===== src/rtl/bcu_pkg.sv =====
// Package for the branch and condition unit: action codes, constants,
// the architectural state and result word types, and the CR field mask helper.
// No dependencies.
package bcu_pkg;

   // Action codes carried on the request channel
   localparam logic [3:0] ACT_B         = 4'd0;
   localparam logic [3:0] ACT_BC        = 4'd1;
   localparam logic [3:0] ACT_BCLR      = 4'd2;
   localparam logic [3:0] ACT_BCCTR     = 4'd3;
   localparam logic [3:0] ACT_MCRF      = 4'd4;
   localparam logic [3:0] ACT_MFCR      = 4'd5;
   localparam logic [3:0] ACT_MTCRF     = 4'd6;
   localparam logic [3:0] ACT_MCRXR     = 4'd7;
   localparam logic [3:0] ACT_SET_LINK  = 4'd8;
   localparam logic [3:0] ACT_SET_COUNT = 4'd9;

   localparam logic [31:0] ADDR_ALIGN_MASK = 32'hFFFF_FFFC;
   localparam logic [31:0] XER_TOP_MASK    = 32'hF000_0000;
   localparam logic [3:0]  NIBBLE_MASK     = 4'hF;

   // Program counter, link, count and condition registers
   typedef struct packed {
      logic [31:0] pc;
      logic [31:0] lr;
      logic [31:0] ctr;
      logic [31:0] cr;
   } arch_state_type;

   // One result word
   typedef struct packed {
      logic [31:0] next_address;
      logic        branch_taken;
      logic [31:0] reg_result;
      logic        reg_write;
      logic [4:0]  reg_target;
      logic        xer_clear;
   } result_type;

   // Mask of CR field idx (field 0 holds the most significant nibble)
   function automatic logic [31:0] field_mask(input logic [2:0] idx);
      logic [4:0] sh;
      sh = 5'd28 - {idx, 2'b00};
      return XER_TOP_MASK >> (5'd28 - sh);
   endfunction

endpackage


===== src/rtl/bcu_exec.sv =====
// Execute logic of the branch and condition unit: from one item and the
// current architectural state, the next state and the result word.
// Depends on bcu_pkg.
module bcu_exec (
   input  logic [3:0]              action,
   input  logic [31:0]             instr_word,
   input  logic [31:0]             reg_operand,
   input  logic [3:0]              xer_flags,
   input  bcu_pkg::arch_state_type state_cur,
   output bcu_pkg::arch_state_type state_nxt,
   output bcu_pkg::result_type     result
);

   always_comb begin
      logic [4:0]  bo;
      logic [4:0]  bi;
      logic        lk;
      logic        aa;
      logic [31:0] seq;
      logic [31:0] ctr_dec;
      logic        ctr_ok;
      logic        cond_ok;
      logic        cr_bit;
      logic [31:0] disp26;
      logic [31:0] disp16;
      logic [2:0]  dst;
      logic [2:0]  src;
      logic [31:0] src_shift;
      logic [3:0]  nib;
      logic [31:0] dmask;
      logic [31:0] crm_mask;
      logic [4:0]  dst_sh;

      bo      = instr_word[25:21];
      bi      = instr_word[20:16];
      lk      = instr_word[0];
      aa      = instr_word[1];
      seq     = state_cur.pc + 32'd4;
      ctr_dec = state_cur.ctr - 32'd1;
      cr_bit  = state_cur.cr[5'd31 - bi];
      disp26  = {{6{instr_word[25]}}, instr_word[25:2], 2'b00};
      disp16  = {{16{instr_word[15]}}, instr_word[15:2], 2'b00};
      dst     = instr_word[25:23];
      src     = instr_word[20:18];
      dst_sh  = 5'd28 - {dst, 2'b00};
      dmask   = bcu_pkg::field_mask(dst);

      // BO tests: count test only when BO[2] is clear, condition when BO[4] clear
      ctr_ok  = bo[2] | ((ctr_dec != 32'd0) != bo[1]);
      cond_ok = bo[4] | (cr_bit == bo[3]);

      // mcrf source nibble
      src_shift = state_cur.cr >> (5'd28 - {src, 2'b00});
      nib       = src_shift[3:0];

      // mtcrf field mask from CRM
      crm_mask = '0;
      for (int i = 0; i < 8; i++) begin
         if (instr_word[19 - i]) begin
            crm_mask = crm_mask | bcu_pkg::field_mask(3'(i));
         end
      end

      state_nxt = state_cur;
      result    = '0;
      result.next_address = seq;

      case (action)
         bcu_pkg::ACT_B: begin
            result.next_address = aa ? disp26 : disp26 + state_cur.pc;
            result.branch_taken = 1'b1;
            if (lk) begin
               state_nxt.lr = seq;
            end
         end
         bcu_pkg::ACT_BC: begin
            if (!bo[2]) begin
               state_nxt.ctr = ctr_dec;
            end
            if (ctr_ok && cond_ok) begin
               result.next_address = aa ? disp16 : disp16 + state_cur.pc;
               result.branch_taken = 1'b1;
               if (lk) begin
                  state_nxt.lr = seq;
               end
            end
         end
         bcu_pkg::ACT_BCLR: begin
            if (!bo[2]) begin
               state_nxt.ctr = ctr_dec;
            end
            if (ctr_ok && cond_ok) begin
               result.next_address = state_cur.lr & bcu_pkg::ADDR_ALIGN_MASK;
               result.branch_taken = 1'b1;
               if (lk) begin
                  state_nxt.lr = seq;
               end
            end
         end
         bcu_pkg::ACT_BCCTR: begin
            // condition test only, count register untouched
            if (cond_ok) begin
               result.next_address = state_cur.ctr & bcu_pkg::ADDR_ALIGN_MASK;
               result.branch_taken = 1'b1;
               if (lk) begin
                  state_nxt.lr = seq;
               end
            end
         end
         bcu_pkg::ACT_MCRF: begin
            state_nxt.cr = (state_cur.cr & ~dmask) | ({28'd0, nib} << dst_sh);
         end
         bcu_pkg::ACT_MFCR: begin
            result.reg_result = state_cur.cr;
            result.reg_write  = 1'b1;
            result.reg_target = instr_word[25:21];
         end
         bcu_pkg::ACT_MTCRF: begin
            state_nxt.cr = (state_cur.cr & ~crm_mask) | (reg_operand & crm_mask);
         end
         bcu_pkg::ACT_MCRXR: begin
            // SO, OV, CA land in LT, GT, EQ of the target field
            state_nxt.cr = (state_cur.cr & ~dmask) | ({28'd0, xer_flags} << dst_sh);
            result.xer_clear = 1'b1;
         end
         bcu_pkg::ACT_SET_LINK: begin
            state_nxt.lr = reg_operand;
         end
         bcu_pkg::ACT_SET_COUNT: begin
            state_nxt.ctr = reg_operand;
         end
         default: begin
            // unused codes only advance the program counter
         end
      endcase

      state_nxt.pc = result.next_address;
   end

endmodule


===== src/rtl/branch_and_condition_unit.sv =====
// Top level of the branch and condition unit: input stage, architectural
// registers, result register. Depends on bcu_pkg and bcu_exec.
//
// Usage:
//  - Request channel (req_valid / req_stall) carries one word per
//    instruction: action code, instruction word, GPR operand, XER top nibble.
//  - Response channel (rsp_valid / rsp_stall) returns one word per request:
//    next address, taken flag, mfcr image with write flag and target,
//    and the XER clear flag for mcrxr.
//  - csr_write_en / csr_write_data load the start address; the program
//    counter takes the written value. Write only while the unit is idle.
//  - Pipeline: a word accepted from the request channel sits in the input
//    register and is then written into the result register, which drives
//    its response. Throughput is one word per cycle, back to back, while the
//    receiver does not stall, since the state update of one word is complete
//    at the edge that registers its result.
//  - Reset clears PC, LR, CTR and CR to zero and empties both stages.
//  - When the receiver stalls, the result register holds its word; the
//    input register still takes one more word, then req_stall rises.
module branch_and_condition_unit (
   input  logic        clock,
   input  logic        reset,
   // request channel
   input  logic        req_valid,
   output logic        req_stall,
   input  logic [3:0]  req_action,
   input  logic [31:0] req_instr_word,
   input  logic [31:0] req_reg_operand,
   input  logic [3:0]  req_xer_flags,
   // response channel
   output logic        rsp_valid,
   input  logic        rsp_stall,
   output logic [31:0] rsp_next_address,
   output logic        rsp_branch_taken,
   output logic [31:0] rsp_reg_result,
   output logic        rsp_reg_write,
   output logic [4:0]  rsp_reg_target,
   output logic        rsp_xer_clear,
   // configuration
   input  logic        csr_write_en,
   input  logic [31:0] csr_write_data
);

   logic                    in_valid_ff;
   logic [3:0]              in_action_ff;
   logic [31:0]             in_instr_ff;
   logic [31:0]             in_operand_ff;
   logic [3:0]              in_xer_ff;
   bcu_pkg::arch_state_type state_ff;
   bcu_pkg::arch_state_type state_in;
   logic                    rsp_valid_ff;
   bcu_pkg::result_type     rsp_ff;
   bcu_pkg::result_type     rsp_in;
   logic                    req_accept;
   logic                    exec_fire;

   // handshake: execute when the result slot is free or being drained
   assign exec_fire  = in_valid_ff && (!rsp_valid_ff || !rsp_stall);
   assign req_stall  = in_valid_ff && !exec_fire;
   assign req_accept = req_valid && !req_stall;

   bcu_exec u_exec (
      .action      (in_action_ff),
      .instr_word  (in_instr_ff),
      .reg_operand (in_operand_ff),
      .xer_flags   (in_xer_ff),
      .state_cur   (state_ff),
      .state_nxt   (state_in),
      .result      (rsp_in)
   );

   // control and architectural state
   always_ff @(posedge clock) begin
      if (reset) begin
         in_valid_ff  <= 1'b0;
         rsp_valid_ff <= 1'b0;
         state_ff     <= '0;
      end else begin
         if (req_accept) begin
            in_valid_ff <= 1'b1;
         end else if (exec_fire) begin
            in_valid_ff <= 1'b0;
         end
         if (exec_fire) begin
            rsp_valid_ff <= 1'b1;
            state_ff     <= state_in;
         end else if (!rsp_stall) begin
            rsp_valid_ff <= 1'b0;
         end
         // start address write, only while idle: a rule for the user, not enforced here
         if (csr_write_en) begin
            state_ff.pc <= csr_write_data;
         end
      end
   end

   // payload registers
   always_ff @(posedge clock) begin
      if (req_accept) begin
         in_action_ff  <= req_action;
         in_instr_ff   <= req_instr_word;
         in_operand_ff <= req_reg_operand;
         in_xer_ff     <= req_xer_flags;
      end
      if (exec_fire) begin
         rsp_ff <= rsp_in;
      end
   end

   assign rsp_valid        = rsp_valid_ff;
   assign rsp_next_address = rsp_ff.next_address;
   assign rsp_branch_taken = rsp_ff.branch_taken;
   assign rsp_reg_result   = rsp_ff.reg_result;
   assign rsp_reg_write    = rsp_ff.reg_write;
   assign rsp_reg_target   = rsp_ff.reg_target;
   assign rsp_xer_clear    = rsp_ff.xer_clear;

   // checks
   a_stall_only_when_blocked: assert property (@(posedge clock) disable iff (reset)
      req_stall |-> (in_valid_ff && rsp_valid_ff && rsp_stall))
      else $error("request stalled while the result slot was free");

   a_fire_sets_valid: assert property (@(posedge clock) disable iff (reset)
      exec_fire |=> rsp_valid_ff)
      else $error("executed word did not show on the response channel");

   a_result_flags_exclusive: assert property (@(posedge clock) disable iff (reset)
      rsp_valid_ff |-> $countones({rsp_ff.branch_taken, rsp_ff.reg_write,
                                   rsp_ff.xer_clear}) <= 1)
      else $error("more than one result kind flagged");

   a_no_write_no_data: assert property (@(posedge clock) disable iff (reset)
      (rsp_valid_ff && !rsp_ff.reg_write) |-> (rsp_ff.reg_result == 32'd0 &&
                                               rsp_ff.reg_target == 5'd0))
      else $error("register result present without write flag");

endmodule


===== config.mk =====
export PLATFORM = sky130hd
export DESIGN_NAME = branch_and_condition_unit
export DESIGN_NICKNAME = d
export VERILOG_FILES = /design/src/rtl/bcu_pkg.sv /design/src/rtl/bcu_exec.sv /design/src/rtl/branch_and_condition_unit.sv
export SDC_FILE = /design/constraint.sdc
export NUM_CORES = 1
export LEC_CHECK = 0
export ABC_AREA = 1
export BUFFER_PORTS_ARGS = -buffer_cell sky130_fd_sc_hd__buf_4
export CAP_MARGIN = 20
export CORE_UTILIZATION = 30
export DETAILED_ROUTE_END_ITERATION = 8
export MAX_ROUTING_LAYER = met4
export PLACE_DENSITY = 0.55
export SKIP_LAST_GASP = 1
export SYNTH_ARGS = -nofsm -noshare
export SYNTH_HDL_FRONTEND = slang
export SYNTH_SLANG_ARGS = --single-unit

===== constraint.sdc =====
create_clock -name clock -period 11.35 [get_ports clock]
set_input_delay 2.27 -clock clock [delete_from_list [all_inputs] [get_ports clock]]
set_output_delay 2.27 -clock clock [all_outputs]
set_load 0.05 [all_outputs]

==> results.ini <==
[outcome]
run_status = finished, final reports clean

[placement]
finalWeightedCongestion = 0.991
placed_area_um2 = 19700
portBuffers = 176
hpwl_um = 57200

[setup_path]
worstSetupStartpointType = primary input
arrival_ns = 2.76
crit_type = primary input to output pin
crit_path_max_fanout = 3
reg2reg_slack_ns = 6.78
cp.required_ns = 9.08
ff2ff_path_depth = 12
worstSetupEndpointType = output pin
timing.rr.end = state_ff[47]
rr_startpoint = in_action_ff[3]

[yosys]
seq_area_frac_synth = 0.381
synthCells = 2540
synth.avg_cell_area_um2 = 6.94
async_reset_ff_frac = 0
synth_top_area_share = 0.235
synth_most_common_cell = nand2_1
synth_seq_cells = 266
yosysWarningCount = 0
synth_commonest_cells = 603 x nand2_1, 281 x inv_1, 250 x nor2_1
yosysUniqueCellTypes = 55
synth_area_um2 = 17600
yosys.area.top_type = edfxtp_1
synth_edf_count = 138
synth_ff_type = edfxtp_1
syn-num-nets = 2697
synth_top_cells_by_area = edfxtp_1 24%, dfxtp_1 15%, nand2_1 13%, a21oi_1 7.0%, o21ai_0 6.3%

[sta]
setup_viol = 0
rsz0062_at_grt = false
skew_ns = 0.0292
finalHoldViolCount = 0
fin_crit_ns = 5.03
period_share = 0.444
final-max-slew-violation-count = 0
fmaxAchievable_mhz = 199
slew_headroom = 0.324
worst_pin_slew_ns = 1.01
final.setup.tns_ns = 0

[clock_tree]
cts_max_level = 2
cts_tree = done
postCtsSetupBuffers = 0
cts_buffers = 34
postCtsHoldBufs = 0
cts-resized-gates = 0
cts.path.max_buffers = 3
insertion_delay_ns = 0.57
clock_sinks = 266
cts-root-buf = clkbuf_16
clk_pin_slew_worst_paths_ns = 0.06

[grt]
grt_pass1_wl_um = 109000
grt_pass1_vias = 17400
antenna_found_initial = 1
grt_max_degree = 68
grt_overflow = 0
grt_usage = 0.252

[drt]
wirelength_um = 75200
avgViaCountPerCell = 5.39
dr.pass1.iters = 7
wl_per_cell_um = 21.6
drtIter0Drc = 1991
final_antenna_net_count = 0
drc = 0
dr_total_vias = 18700

[layout]
seq_area_um2 = 6710
fillers = 6250
stdcell_area_um2 = 20800
area_delta_synth_final_pct = 18.3
multiInputGateArea_um2 = 9410
drive_gt1_frac = 0.112
finish.net_count = 2837

[die]
design.core.area_um2 = 57900
die_area_um2 = 59700
io_pins = 183
fp.dieW_um = 244
die_y_um = 244
floorplan.initialDensity = 0.304
num_rows = 88

[pwr]
pwr-share-clk = 0.396
vdd_drop_max_uv = 107
p_leak_nw = 8.98
switching_share = 0.336
netSwitchingPower_mw = 0.955
internal_power_mw = 1.89
p_seq_frac = 0.392
p_comb_frac = 0.213
powerDensity_nw_per_um2 = 136

[job]
maxCapViolations = 0

[worst_hold_path]
hold_path_class = flop to flop
hold_depth = 2

## layout by cell type (no fill, tap or decap), types with 7 or more instances in the layout
cell type / instances
a21oi_1: 247
a221oi_1: 26
a31oi_1: 31
and2_1: 7
buf_4: 195
clkbuf_1: 7
clkbuf_16: 35
clkinv_1: 10
dfxtp_1: 128
edfxtp_1: 138
ha_1: 47
inv_1: 280
inv_2: 7
nand2_1: 603
nand3_1: 209
nand3b_1: 9
nand4_1: 32
nor2_1: 246
nor2_2: 15
nor3_1: 27
nor4_1: 9
o211ai_1: 12
o21ai_0: 222
o21ai_1: 27
o21ai_2: 8
xnor2_1: 10
xor2_1: 29
## power groups by stage
| stage | combinational, mW | clock [mW] | sequential [mW] |
|---|---|---|---|
| 2_1_floorplan | 0.358 | 0 | 1.14 |
| 3_3_place_gp | 0.590 | 0 | 1.13 |
| 3_5_place_dp | 0.591 | 0 | 1.13 |
| 4_1_cts | 0.594 | 1.15 | 1.11 |
| 5_1_grt | 0.661 | 1.18 | 1.12 |
| 6_report | 0.604 | 1.12 | 1.11 |
## cell families after synthesis
group | Yosys count | share of synthesized area
AOI/OAI and AO/OA | 614 | 0.192
xor gates and xnor gates | 39 | 0.0194
adders and majority gates | 48 | 0.0345
buffers and inverters | 390 | 0.0864
DFF | 266 | 0.381
and+or+nand+nor | 1183 | 0.287
## per-stage QoR
step	utilization	hold slack, ns	std cells	total power [mW]	setup WS (ns)
after floorplan	-	0.425	2540	1.50	4.25
after global placement	0.340	0.446	3408	1.72	6.02
after detailed placement	0.340	0.451	3408	1.72	5.94
after CTS	0.359	0.459	3470	2.86	6.31
after global routing	0.360	0.473	3471	2.96	6.26
final	0.360	0.457	3472	2.84	6.32
## area by class of cell
cell class,count,area share
inverters,298,0.0540
clock buffers,42,0.0433
diodes,1,0.000120
multi-input cells,1884,0.451
well taps,765,0.0459
flip-flops and latches,266,0.322
clock inverters,20,0.0119
repair buffers,196,0.0716
## worst max-delay path by stage
stage                   start        end  cells after the start
global placement    rsp_stall       flop                     10
CTS                 rsp_stall  req_stall                      4
floorplan           rsp_stall       flop                      8
detailed placement  rsp_stall       flop                     10
finish              rsp_stall  req_stall                      4
global route        rsp_stall  req_stall                      4
## per-layer routing
metal / global-route usage / up-vias / share of wire
li1: - / 8893 / -
met1: 0.336 / 8800 / 0.44
met3: 0.0333 / 144 / 0.077
met4: 0.0947 / 0 / 0.039
met2: 0.387 / 880 / 0.45
met5: - / - / 0
## critical path, stage by stage
cell     delay, ns
buf_4         0.07
nand2_1       0.07
nor2_1        0.13
buf_4         0.22
(Power assumes the default switching activity.)
